File: config.mk
export PLATFORM = sky130hd
export DESIGN_NAME = texture_tile_size_planner
export DESIGN_NICKNAME = d
export VERILOG_FILES = /design/src/rtl/tts_pkg.sv /design/src/rtl/tts_ctrl.sv /design/src/rtl/tts_dp.sv /design/src/rtl/texture_tile_size_planner.sv
export SDC_FILE = /design/constraint.sdc
export NUM_CORES = 1
export LEC_CHECK = 0
export ABC_AREA = 1
export ABC_CLOCK_PERIOD_IN_PS = 11940
export BUFFER_PORTS_ARGS = -buffer_cell sky130_fd_sc_hd__buf_4
export CAP_MARGIN = 5
export CELL_PAD_IN_SITES_DETAIL_PLACEMENT = 1
export CELL_PAD_IN_SITES_GLOBAL_PLACEMENT = 2
export CORE_ASPECT_RATIO = 1.5
export CORE_MARGIN = 4
export CORE_UTILIZATION = 40
export DETAILED_ROUTE_END_ITERATION = 7
export PLACE_DENSITY_LB_ADDON = 0.1
export SLEW_MARGIN = 10
export SYNTH_ARGS = -nofsm -noshare
export SYNTH_HDL_FRONTEND = slang
export SYNTH_HIERARCHICAL = 1
export SYNTH_SLANG_ARGS = --single-unit
File: constraint.sdc
create_clock -name clk -period 11.94 [get_ports clk]
set_clock_uncertainty 0.2 [all_clocks]
set_input_delay 0.597 -clock clk [delete_from_list [all_inputs] [get_ports clk]]
set_output_delay 0.597 -clock clk [all_outputs]
set_load 0.02 [all_outputs]
File: src/rtl/tts_pkg.sv
// Shared widths, limits, defaults and control/status types of the texture tile size planner.
`default_nettype none

package tts_pkg;

  localparam int SIZE_W  = 16;   // bitmap dimension
  localparam int LOG_W   = 4;    // max_tex_log2 register
  localparam int SIDE_W  = 14;   // texture side, up to 8192
  localparam int P_W     = 15;   // search power, may pass one doubling beyond 8192
  localparam int COUNT_W = 16;   // full tile count
  localparam int PAD_W   = 18;   // padded extent
  localparam int DIV_CNT_W = $clog2(SIZE_W);

  localparam logic [LOG_W-1:0] LG_MIN   = 4'd5;
  localparam logic [LOG_W-1:0] LG_MAX   = 4'd13;
  localparam logic [LOG_W-1:0] LG_RESET = 4'd11;

  localparam int DEF_MIN_TEX_SIZE        = 16;
  localparam int DEF_THRESHOLD_TILE_SIZE = 256;
  localparam int DEF_MIN_TILE_SIZE       = 4;

  // Commands from the controller to the datapath
  typedef struct packed {
    logic load;         // capture the size, start the power search
    logic p_double;     // advance the search power
    logic set_zero;     // result is all zero
    logic set_single;   // one tile of the covering power
    logic div_init;     // fix base and stride, start the divide
    logic div_step;     // one restoring divide step
    logic j_double;     // advance the last-tile power
    logic set_exact;    // remainder zero: last tile is the stride
    logic set_rounded;  // last tile is the rounded remainder
    logic emit;         // load the result ports and raise done for one cycle
  } tts_cmd_t;

  // Status from the datapath to the controller
  typedef struct packed {
    logic big;          // size above the largest texture side
    logic p_over;       // search power above the largest side
    logic p_hit;        // search power covers the size
    logic single_ok;    // covering power may stand as one tile
    logic base_small;   // chosen base leaves no stride
    logic div_last;     // final divide step
    logic rem_zero;     // divide left no remainder
    logic j_hit;        // last-tile power covers the remainder
  } tts_sts_t;

endpackage

`default_nettype wire

File: src/rtl/tts_ctrl.sv
// Sequencing state machine of the texture tile size planner.
`default_nettype none

module tts_ctrl
  import tts_pkg::*;
(
  input  wire logic     clk,
  input  wire logic     rst,
  input  wire logic     start,
  input  wire tts_sts_t sts,
  output tts_cmd_t      cmd,
  output logic          busy
);

  typedef enum logic [2:0] {
    ST_IDLE,
    ST_SEARCH,
    ST_DIV,
    ST_LAST,
    ST_FIN
  } state_t;

  state_t state, state_next;

  always_comb begin
    cmd        = '0;
    state_next = state;
    unique case (state)
      ST_IDLE: begin
        if (start) begin
          cmd.load   = 1'b1;
          state_next = ST_SEARCH;
        end
      end
      ST_SEARCH: begin
        priority if (sts.big) begin
          if (sts.base_small) begin
            cmd.set_zero = 1'b1;
            state_next   = ST_FIN;
          end else begin
            cmd.div_init = 1'b1;
            state_next   = ST_DIV;
          end
        end else if (sts.p_over) begin
          cmd.set_zero = 1'b1;
          state_next   = ST_FIN;
        end else if (sts.p_hit) begin
          priority if (sts.single_ok) begin
            cmd.set_single = 1'b1;
            state_next     = ST_FIN;
          end else if (sts.base_small) begin
            cmd.set_zero = 1'b1;
            state_next   = ST_FIN;
          end else begin
            cmd.div_init = 1'b1;
            state_next   = ST_DIV;
          end
        end else begin
          cmd.p_double = 1'b1;
        end
      end
      ST_DIV: begin
        cmd.div_step = 1'b1;
        if (sts.div_last) begin
          state_next = ST_LAST;
        end
      end
      ST_LAST: begin
        priority if (sts.rem_zero) begin
          cmd.set_exact = 1'b1;
          state_next    = ST_FIN;
        end else if (sts.j_hit) begin
          cmd.set_rounded = 1'b1;
          state_next      = ST_FIN;
        end else begin
          cmd.j_double = 1'b1;
        end
      end
      ST_FIN: begin
        cmd.emit   = 1'b1;
        state_next = ST_IDLE;
      end
      default: begin
        state_next = ST_IDLE;
      end
    endcase
  end

  always_ff @(posedge clk) begin
    if (rst) begin
      state <= ST_IDLE;
      busy  <= 1'b0;
    end else begin
      state <= state_next;
      busy  <= (state_next != ST_IDLE);
    end
  end

endmodule

`default_nettype wire

File: src/rtl/tts_dp.sv
// Datapath of the texture tile size planner: search, divide, rounding and result registers.
`default_nettype none

module tts_dp
  import tts_pkg::*;
#(
  parameter int MIN_TEX_SIZE        = DEF_MIN_TEX_SIZE,
  parameter int THRESHOLD_TILE_SIZE = DEF_THRESHOLD_TILE_SIZE,
  parameter int MIN_TILE_SIZE       = DEF_MIN_TILE_SIZE
) (
  input  wire logic               clk,
  input  wire logic               rst,
  input  wire logic               cfg_we,
  input  wire logic [LOG_W-1:0]   cfg_wdata,
  input  wire logic [SIZE_W-1:0]  bitmap_size,
  input  wire tts_cmd_t           cmd,
  output tts_sts_t                sts,
  output logic                    done,
  output logic                    tiling,
  output logic [SIDE_W-1:0]       base_size,
  output logic [COUNT_W-1:0]      base_count,
  output logic [SIDE_W-1:0]       last_size,
  output logic [PAD_W-1:0]        padded_size
);

  logic [LOG_W-1:0]     max_tex_log2;
  logic [SIZE_W-1:0]    size;
  logic [P_W-1:0]       p;
  logic [SIDE_W-1:0]    base;
  logic [SIDE_W-1:0]    stride;
  logic [SIZE_W-1:0]    q;
  logic [SIDE_W-1:0]    r;
  logic [DIV_CNT_W-1:0] div_cnt;
  logic [SIDE_W-1:0]    j;
  logic                 tile;
  logic [COUNT_W-1:0]   count;
  logic [SIDE_W-1:0]    last;

  logic [LOG_W-1:0]     lg;
  logic [SIDE_W-1:0]    maxsz;
  logic [SIDE_W-1:0]    base_sel;
  logic [SIZE_W-1:0]    three_q;
  logic [SIDE_W:0]      r_sh;
  logic                 r_ge;
  logic [SIDE_W-1:0]    r_next;
  logic [COUNT_W+SIDE_W-1:0] prod;

  always_comb begin
    priority if (max_tex_log2 > LG_MAX) begin
      lg = LG_MAX;
    end else if (max_tex_log2 < LG_MIN) begin
      lg = LG_MIN;
    end else begin
      lg = max_tex_log2;
    end
  end

  assign maxsz    = SIDE_W'(1) << lg;
  assign base_sel = sts.big ? maxsz : p[P_W-1:1];
  assign three_q  = SIZE_W'(p >> 1) + SIZE_W'(p >> 2);

  assign sts.big        = size > SIZE_W'(maxsz);
  assign sts.p_over     = p > P_W'(maxsz);
  assign sts.p_hit      = size <= SIZE_W'(p);
  assign sts.single_ok  = (p <= P_W'(THRESHOLD_TILE_SIZE)) || (size > three_q);
  assign sts.base_small = base_sel <= SIDE_W'(MIN_TILE_SIZE);
  assign sts.div_last   = div_cnt == DIV_CNT_W'(SIZE_W - 1);
  assign sts.rem_zero   = r == '0;
  assign sts.j_hit      = r <= j;

  // Restoring divide step: shift in the next dividend bit, subtract where it fits
  assign r_sh   = {r, q[SIZE_W-1]};
  assign r_ge   = r_sh >= {1'b0, stride};
  assign r_next = r_ge ? SIDE_W'(r_sh - {1'b0, stride}) : r_sh[SIDE_W-1:0];

  assign prod = {{SIDE_W{1'b0}}, count} * {{COUNT_W{1'b0}}, base};

  always_ff @(posedge clk) begin
    if (rst) begin
      max_tex_log2 <= LG_RESET;
    end else if (cfg_we) begin
      max_tex_log2 <= cfg_wdata;
    end
  end

  always_ff @(posedge clk) begin
    if (cmd.load) begin
      size <= bitmap_size;
      p    <= P_W'(MIN_TEX_SIZE);
    end
    if (cmd.p_double) begin
      p <= p << 1;
    end
    if (cmd.set_zero) begin
      tile  <= 1'b0;
      base  <= '0;
      count <= '0;
      last  <= '0;
    end
    if (cmd.set_single) begin
      tile  <= 1'b0;
      base  <= p[SIDE_W-1:0];
      count <= '0;
      last  <= p[SIDE_W-1:0];
    end
    if (cmd.div_init) begin
      base    <= base_sel;
      stride  <= base_sel - SIDE_W'(MIN_TILE_SIZE);
      q       <= size;
      r       <= '0;
      div_cnt <= '0;
      j       <= SIDE_W'(MIN_TILE_SIZE);
    end
    if (cmd.div_step) begin
      q       <= {q[SIZE_W-2:0], r_ge};
      r       <= r_next;
      div_cnt <= div_cnt + DIV_CNT_W'(1);
    end
    if (cmd.j_double) begin
      j <= j << 1;
    end
    if (cmd.set_exact) begin
      tile  <= 1'b1;
      count <= (q != '0) ? q - COUNT_W'(1) : '0;
      last  <= stride;
    end
    if (cmd.set_rounded) begin
      tile  <= 1'b1;
      count <= q;
      last  <= j;
    end
    if (cmd.emit) begin
      tiling      <= tile;
      base_size   <= base;
      base_count  <= count;
      last_size   <= last;
      padded_size <= prod[PAD_W-1:0] + PAD_W'(last);
    end
  end

  always_ff @(posedge clk) begin
    if (rst) begin
      done <= 1'b0;
    end else begin
      done <= cmd.emit;
    end
  end

endmodule

`default_nettype wire

File: src/rtl/texture_tile_size_planner.sv
// Top level of the texture tile size planner: controller, datapath and checks.
//
// Usage: raise start with a bitmap dimension on bitmap_size; the item is taken
// at the rising edge where start is high and busy is low. busy then stays high
// until the item is finished, and one result follows on tiling, base_size,
// base_count, last_size and padded_size, marked by done for exactly one cycle.
// The receiver cannot stall, so sample the result while done is high; the
// ports keep it until the next result. A new item may be started in the
// cycle done is shown. The power search doubles from MIN_TEX_SIZE until it
// covers the size (a size above the largest side skips it); a single-tile or
// empty result is then set, while a tiled result runs the 16-step restoring
// divider and, unless the remainder is zero, doubles the last-tile power
// until it covers the remainder. One item is in flight at a time.
// Configuration: cfg_we writes cfg_wdata into max_tex_log2; write only while
// busy is low and no result is pending. Values outside 5 to 13 are clamped.
// Reset: synchronous rst returns to idle, drops done and sets max_tex_log2 to
// 11 (largest side 2048).
`default_nettype none

module texture_tile_size_planner
  import tts_pkg::*;
#(
  parameter int MIN_TEX_SIZE        = DEF_MIN_TEX_SIZE,
  parameter int THRESHOLD_TILE_SIZE = DEF_THRESHOLD_TILE_SIZE,
  parameter int MIN_TILE_SIZE       = DEF_MIN_TILE_SIZE
) (
  input  wire logic               clk,
  input  wire logic               rst,
  input  wire logic               cfg_we,
  input  wire logic [LOG_W-1:0]   cfg_wdata,
  input  wire logic               start,
  input  wire logic [SIZE_W-1:0]  bitmap_size,
  output logic                    busy,
  output logic                    done,
  output logic                    tiling,
  output logic [SIDE_W-1:0]       base_size,
  output logic [COUNT_W-1:0]      base_count,
  output logic [SIDE_W-1:0]       last_size,
  output logic [PAD_W-1:0]        padded_size
);

  tts_cmd_t cmd;
  tts_sts_t sts;

  // Sequencer: search, divide, round, emit
  tts_ctrl u_ctrl (
    .clk   (clk),
    .rst   (rst),
    .start (start),
    .sts   (sts),
    .cmd   (cmd),
    .busy  (busy)
  );

  // Arithmetic and result registers
  tts_dp #(
    .MIN_TEX_SIZE        (MIN_TEX_SIZE),
    .THRESHOLD_TILE_SIZE (THRESHOLD_TILE_SIZE),
    .MIN_TILE_SIZE       (MIN_TILE_SIZE)
  ) u_dp (
    .clk         (clk),
    .rst         (rst),
    .cfg_we      (cfg_we),
    .cfg_wdata   (cfg_wdata),
    .bitmap_size (bitmap_size),
    .cmd         (cmd),
    .sts         (sts),
    .done        (done),
    .tiling      (tiling),
    .base_size   (base_size),
    .base_count  (base_count),
    .last_size   (last_size),
    .padded_size (padded_size)
  );

  // The result strobe only appears once the sequencer is back at rest
  a_done_idle: assert property (@(posedge clk) disable iff (rst) done |-> !busy)
    else $error("result shown while busy");

  // A taken item always holds the block busy on the next cycle
  a_start_busy: assert property (@(posedge clk) disable iff (rst)
    (start && !busy) |=> busy)
    else $error("item taken but block not busy");

  // No two results back to back: each item runs through search and finish first
  a_done_single: assert property (@(posedge clk) disable iff (rst) done |=> !done)
    else $error("result strobe held for two cycles");

  // An untiled result carries no full tiles
  a_untiled_count: assert property (@(posedge clk) disable iff (rst)
    (done && !tiling) |-> (base_count == '0))
    else $error("untiled result with full tiles");

endmodule

`default_nettype wire

[After elaboration in Yosys (flattened, before gate mapping)]
Cells that the tools add are included.
Operators by class
  eq/ne operators: 5
  reductions and logical operators: 12
  bitwise gates (word level): 0
  mux-type cells: 61
  divide/modulo/power cells: 0
  order comparisons: 10
  $mul: 1
  shift-type cells: 1
  add/subtract/negate cells: 6
Operators by type and width (number)
  $mux W14: 11
  $mux W16: 7
  $mux W3: 11
  $mux W15: 2
  $mux W1: 23
  $mux W4: 5
  $add A18 B14 Y18: 1
  $mul A16 B14 Y18: 1
  $gt A16 B14 Y1: 1
  $gt A16 B16 Y1: 1
  $le A16 B15 Y1: 1
  $reduce_bool A16 Y1: 1
  $sub A16 B1 Y16 const B: 1
  $add A14 B13 Y15: 1
  $ge A15 B14 Y1: 1
  $gt A15 B14 Y1: 1
  $le A15 B9 Y1 const B: 1
  $le A14 B14 Y1: 1
  $le A14 B3 Y1 const B: 1
  $logic_not A14 Y1: 1
  $shl A1 B4 Y14 const A: 1
  $sub A14 B14 Y14: 1
  $sub A14 B3 Y14 const B: 1
  $pmux W3 S4: 1
  other kinds (14): 19
Word-level totals
  bits in latches: 0
  memory bits (writable): 0
  register bits: 204
  input bits: 24
  output and inout bits: 65
  memories kept: 0
  bits in read-only memories: 0

[Longest topological paths before layout]
  depth after elaboration: 17
  mapped depth: 27
  mapped depth without buffers: 26

[Hierarchy]
Netlist, hierarchy kept.
Modules (own cells, without submodules)
  tts_dp: cells each 1712, sequential area each 5945.7 µm², instances 1, area each 15890.2 µm²
  tts_ctrl: cells each 63, sequential area each 80.1 µm², instances 1, area each 322.8 µm²

[Least setup slack after synthesis]
No wires, ideal clock.
  path kind: reg2reg
  start: register u_dp.base[3]
  end: register u_dp.padded_size[16], data pin
  path buffers: 1
  stages on the path, launching flop included: 24
  required time: 11.475 ns
  arrival: 5.209 ns
  clock period less this slack: 5.674 ns
  path slack: 6.266 ns
  cells stage by stage: edfxtp_1 clkbuf_1 nand2_1 inv_1 fa_1 inv_1 fa_1 inv_1 fa_1 inv_1 fa_1 inv_1 fa_1 inv_1 fa_1 inv_1 ha_1 nand2_1 inv_1 nand4_1 o211ai_1 a31oi_1 o21ai_0 xor2_1
On the way
  word-level cells in the longest chain between the ends: 2
RTL lines
  from (decl): line tts_dp.sv:29  | logic [SIDE_W-1:0] base;
  from (signal assigned): line tts_dp.sv:102  | base <= p[SIDE_W-1:0];
  from (signal assigned): line tts_dp.sv:107  | base <= base_sel;
  $mul A16 B14 Y18: line tts_dp.sv:76  | assign prod = {{SIDE_W{1'b0}}, count} * {{COUNT_W{1'b0}}, base};
  $add A18 B14 Y18: line tts_dp.sv:137  | padded_size <= prod[PAD_W-1:0] + PAD_W'(last);
  to (signal assigned): line tts_dp.sv:137
  to (decl): line tts_dp.sv:23  | output logic [PAD_W-1:0] padded_size
No other way between the ends.
A chain may end at the register's enable or synchronous reset.

[Worst setup path in the final report]
  start: register u_dp.base[3]
  end: register u_dp.padded_size[14], data pin
Same word-level chain as after synthesis.

==> results.json <==
{
  "clk_latency_ns": 0.55,
  "viasPerCell": 5.02,
  "met3_usage_pct": 2.05,
  "grt_pass1_vias": 13500,
  "rr_worst_depth": 22,
  "clkSlewWorstSetupHoldPaths_ns": 0.06,
  "ys_seq_elements": 204,
  "grt_max_degree": 62,
  "die_h_um": 255,
  "synth-edff-count": 194,
  "cts_tree": "built",
  "synth_top_family_by_area": "adder cells",
  "grt-busiest-layer": "met2",
  "syn_inst": 1775,
  "period_share_pct": 53.2,
  "cts_buffers": 24,
  "dp_hpwl_um": 40100,
  "r2r_end": "u_dp/padded_size[14]",
  "multiInputGateArea_sq_um": 8570,
  "utilization_pct": 45.7,
  "report.final.hold_viol_count": 0,
  "wl_um": 48800,
  "maxSlewHeadroom_pct": 40.3,
  "hold_path_end": "u_dp/size[15]",
  "cts_max_path_buffers": 3,
  "endpoint_kind": "flop",
  "r2r_slack_ns": 5.59,
  "hold-path-cell-count": 1,
  "r2r_start": "u_dp/base[3]",
  "critPathLaunchType": "flop",
  "path_max_fanout": 16,
  "ir_worst_vdd_mv": 0.294,
  "io_pins": 89,
  "syn_area_sq_um": 16200,
  "core_sq_um": 40200,
  "route.detailed.drc": 0,
  "maxSlewViolCount": 0,
  "min_from": "bitmap_size[15]",
  "leakage_uw": 0.00898,
  "syn_avg_cell_area_sq_um": 9.13,
  "tightest_slew_ns": 0.893,
  "vias": 12100,
  "hp-class": "primary input to flop",
  "nets": 2178,
  "required_ns": 12.03,
  "initial_core_util_pct": 40.3,
  "antenna_found_initial": 0,
  "clock-sinks": 204,
  "htree_num_levels": 1,
  "synth_compound_area_share_pct": 6.76,
  "diodes": 0,
  "wl_per_cell_um": 20.2,
  "fin_total_pwr_uw": 5160,
  "setup_viol": 0,
  "die_w_um": 172,
  "muxShareOfSynthArea_pct": 0,
  "first_iter_violations": 402,
  "finalInstanceArea_sq_um": 18400,
  "grt.total_usage_pct": 22.8,
  "dieArea_sq_um": 43900,
  "seq_area_sq_um": 6030,
  "min_period_ns": 6.35,
  "num-fill-cells": 4658,
  "overflow": 0,
  "async_flop_share_pct": 0,
  "ys_types": 55,
  "root_buffer": "clkbuf_16",
  "drt_first_pass_iters": 5,
  "area_delta_synth_final_pct": 13.2,
  "final_cell_mix": "403 x nand2_1, 394 x inv_1, 194 x edfxtp_1, 149 x ha_1, 119 x fa_1",
  "fmax_mhz": 158,
  "layout-drive-gt1-share_pct": 9.30,
  "rows": 90,
  "yosysWarnings": 6,
  "synth-xor-area-share_pct": 3.78,
  "maxCapViolations": 0,
  "synth_flop_cell": "edfxtp_1",
  "portBuffers": 88,
  "gp_congestion": 0.849,
  "rsz0062_at_grt": "no",
  "placed_cell_area_sq_um": 17500,
  "grtUsageMet2_pct": 46.9,
  "synth-simple-area-share_pct": 15.7,
  "fin_setup_tns_ns": 0,
  "layout_commonest_cell": "nand2_1",
  "power_density_nw_per_um2": 281,
  "synth_seq_area_share_pct": 37.2,
  "status": "finished, final reports clean",
  "arrival_ns": 6.44,
  "use_met1_pct": 22.7,
  "synthAdderAreaFrac_pct": 26.2,
  "setup.worst_path.class": "flop to flop",
  "drtAntennaViolNets": 0,
  "grt_pass1_wl_um": 76100
}
## synth_stat cells, types with 5 or more instances
library cell / number / share of area [%]
edfxtp_1: 194 / 36
xnor2_1: 26 / 1.4
dfxtp_1: 10 / 1.2
inv_1: 394 / 9.1
fa_1: 119 / 15
nor2_1: 84 / 1.9
clkbuf_1: 33 / 0.76
nor3_1: 19 / 0.59
nand3_2: 5 / 0.31
a22oi_1: 8 / 0.37
xor2_1: 44 / 2.4
o21ai_1: 11 / 0.34
nand2_2: 8 / 0.31
nand3_1: 42 / 1.3
ha_1: 149 / 11
a31oi_1: 6 / 0.23
a21oi_1: 64 / 2.0
nand4_1: 20 / 0.77
nand2_1: 403 / 9.3
a21o_1: 5 / 0.23
o21ai_0: 64 / 2.0
## flip-flops by register name, summed over array words and instances, names as in the netlist
name               flops
u_dp/done              1
u_dp/last             14
u_dp/size             16
u_dp/j                12
u_dp/padded_size      18
u_ctrl/state           3
u_dp/tile              1
u_dp/div_cnt           4
u_dp/max_tex_log2      4
u_dp/last_size        14
u_dp/stride           14
u_dp/q                16
u_dp/base             14
u_dp/base_count       16
u_dp/r                14
u_dp/p                11
u_dp/base_size        14
u_dp/tiling            1
u_ctrl/busy            1
u_dp/count            16
## layer usage
metal | wire length [um] | share of wire [%]
met3 | 1130 | 2.3
met5 | 0 | 0
met4 | 2180 | 4.5
met2 | 28600 | 59
met1 | 16900 | 35
## layout make-up
| type | instances | share of cell area [%] |
|---|---|---|
| multi-input cells | 1145 | 46.7 |
| inverters | 396 | 8.10 |
| repair buffers | 115 | 4.91 |
| well taps | 506 | 3.45 |
| clock buffers | 27 | 3.45 |
| flip-flops and latches | 204 | 32.8 |
| clock inverters | 17 | 0.552 |
## worst max-delay path, cell delays in order (launching register included)
cell      delay [ns]
edfxtp_1        0.65
nand2_1         0.16
inv_1           0.07
fa_1            0.50
inv_1           0.06
fa_1            0.52
inv_1           0.05
fa_1            0.50
inv_1           0.05
fa_1            0.49
inv_1           0.06
fa_1            0.53
inv_1           0.06
fa_1            0.53
inv_1           0.04
ha_1            0.38
nand2_1         0.14
inv_1           0.05
nand4_1         0.08
o211ai_1        0.20
a31oi_1         0.44
o21ai_0         0.19
xor2_1          0.17
## metrics by stage
| step | std cells | setup slack [ns] | hold WS, ns |
|---|---|---|---|
| final | 2410 | 5.59 | 0.0385 |
| after global routing | 2410 | 5.26 | 0.0176 |
| after CTS | 2410 | 5.52 | 0.00224 |
| after detailed placement | 2351 | 5.52 | 0.252 |
| after global placement | 2351 | 5.57 | 0.249 |
| after floorplan | 1787 | 6.27 | 0.209 |
## where the power goes
| group | internal [uW] | switching [uW] |
|---|---|---|
| clock | 383 | 312 |
| combinational | 1270 | 2080 |
| sequential | 1020 | 92.6 |
## how the worst max path moves through the flow
stage	startpoint	cells after the start	end
floorplan	u_dp/base[3]	23	u_dp/padded_size[16]
global placement	u_dp/count[3]	20	u_dp/padded_size[17]
detailed placement	u_dp/base[3]	22	u_dp/padded_size[14]
CTS	u_dp/base[3]	22	u_dp/padded_size[14]
global route	u_dp/base[3]	22	u_dp/padded_size[16]
finish	u_dp/base[3]	22	u_dp/padded_size[14]
## logic make-up (layout without fill, tap and decap cells)
family,count (synthesis),in the layout
AND/OR/NAND/NOR,604,604
buffers and inverters,438,555
adder cells (fa/ha/maj),268,268
flip-flops,204,204
AO/OA/AOI/OAI,189,189
XOR/XNOR,70,70
other,2,14
## repair_timing
item | CTS | global route
hold endpoints to repair | 15 | 0
hold buffers | 15 | 0
gates resized for setup | 0 | 0
buffers inserted | 0 | 0
setup endpoints to repair | 0 | 0
(Power assumes the default switching activity.)
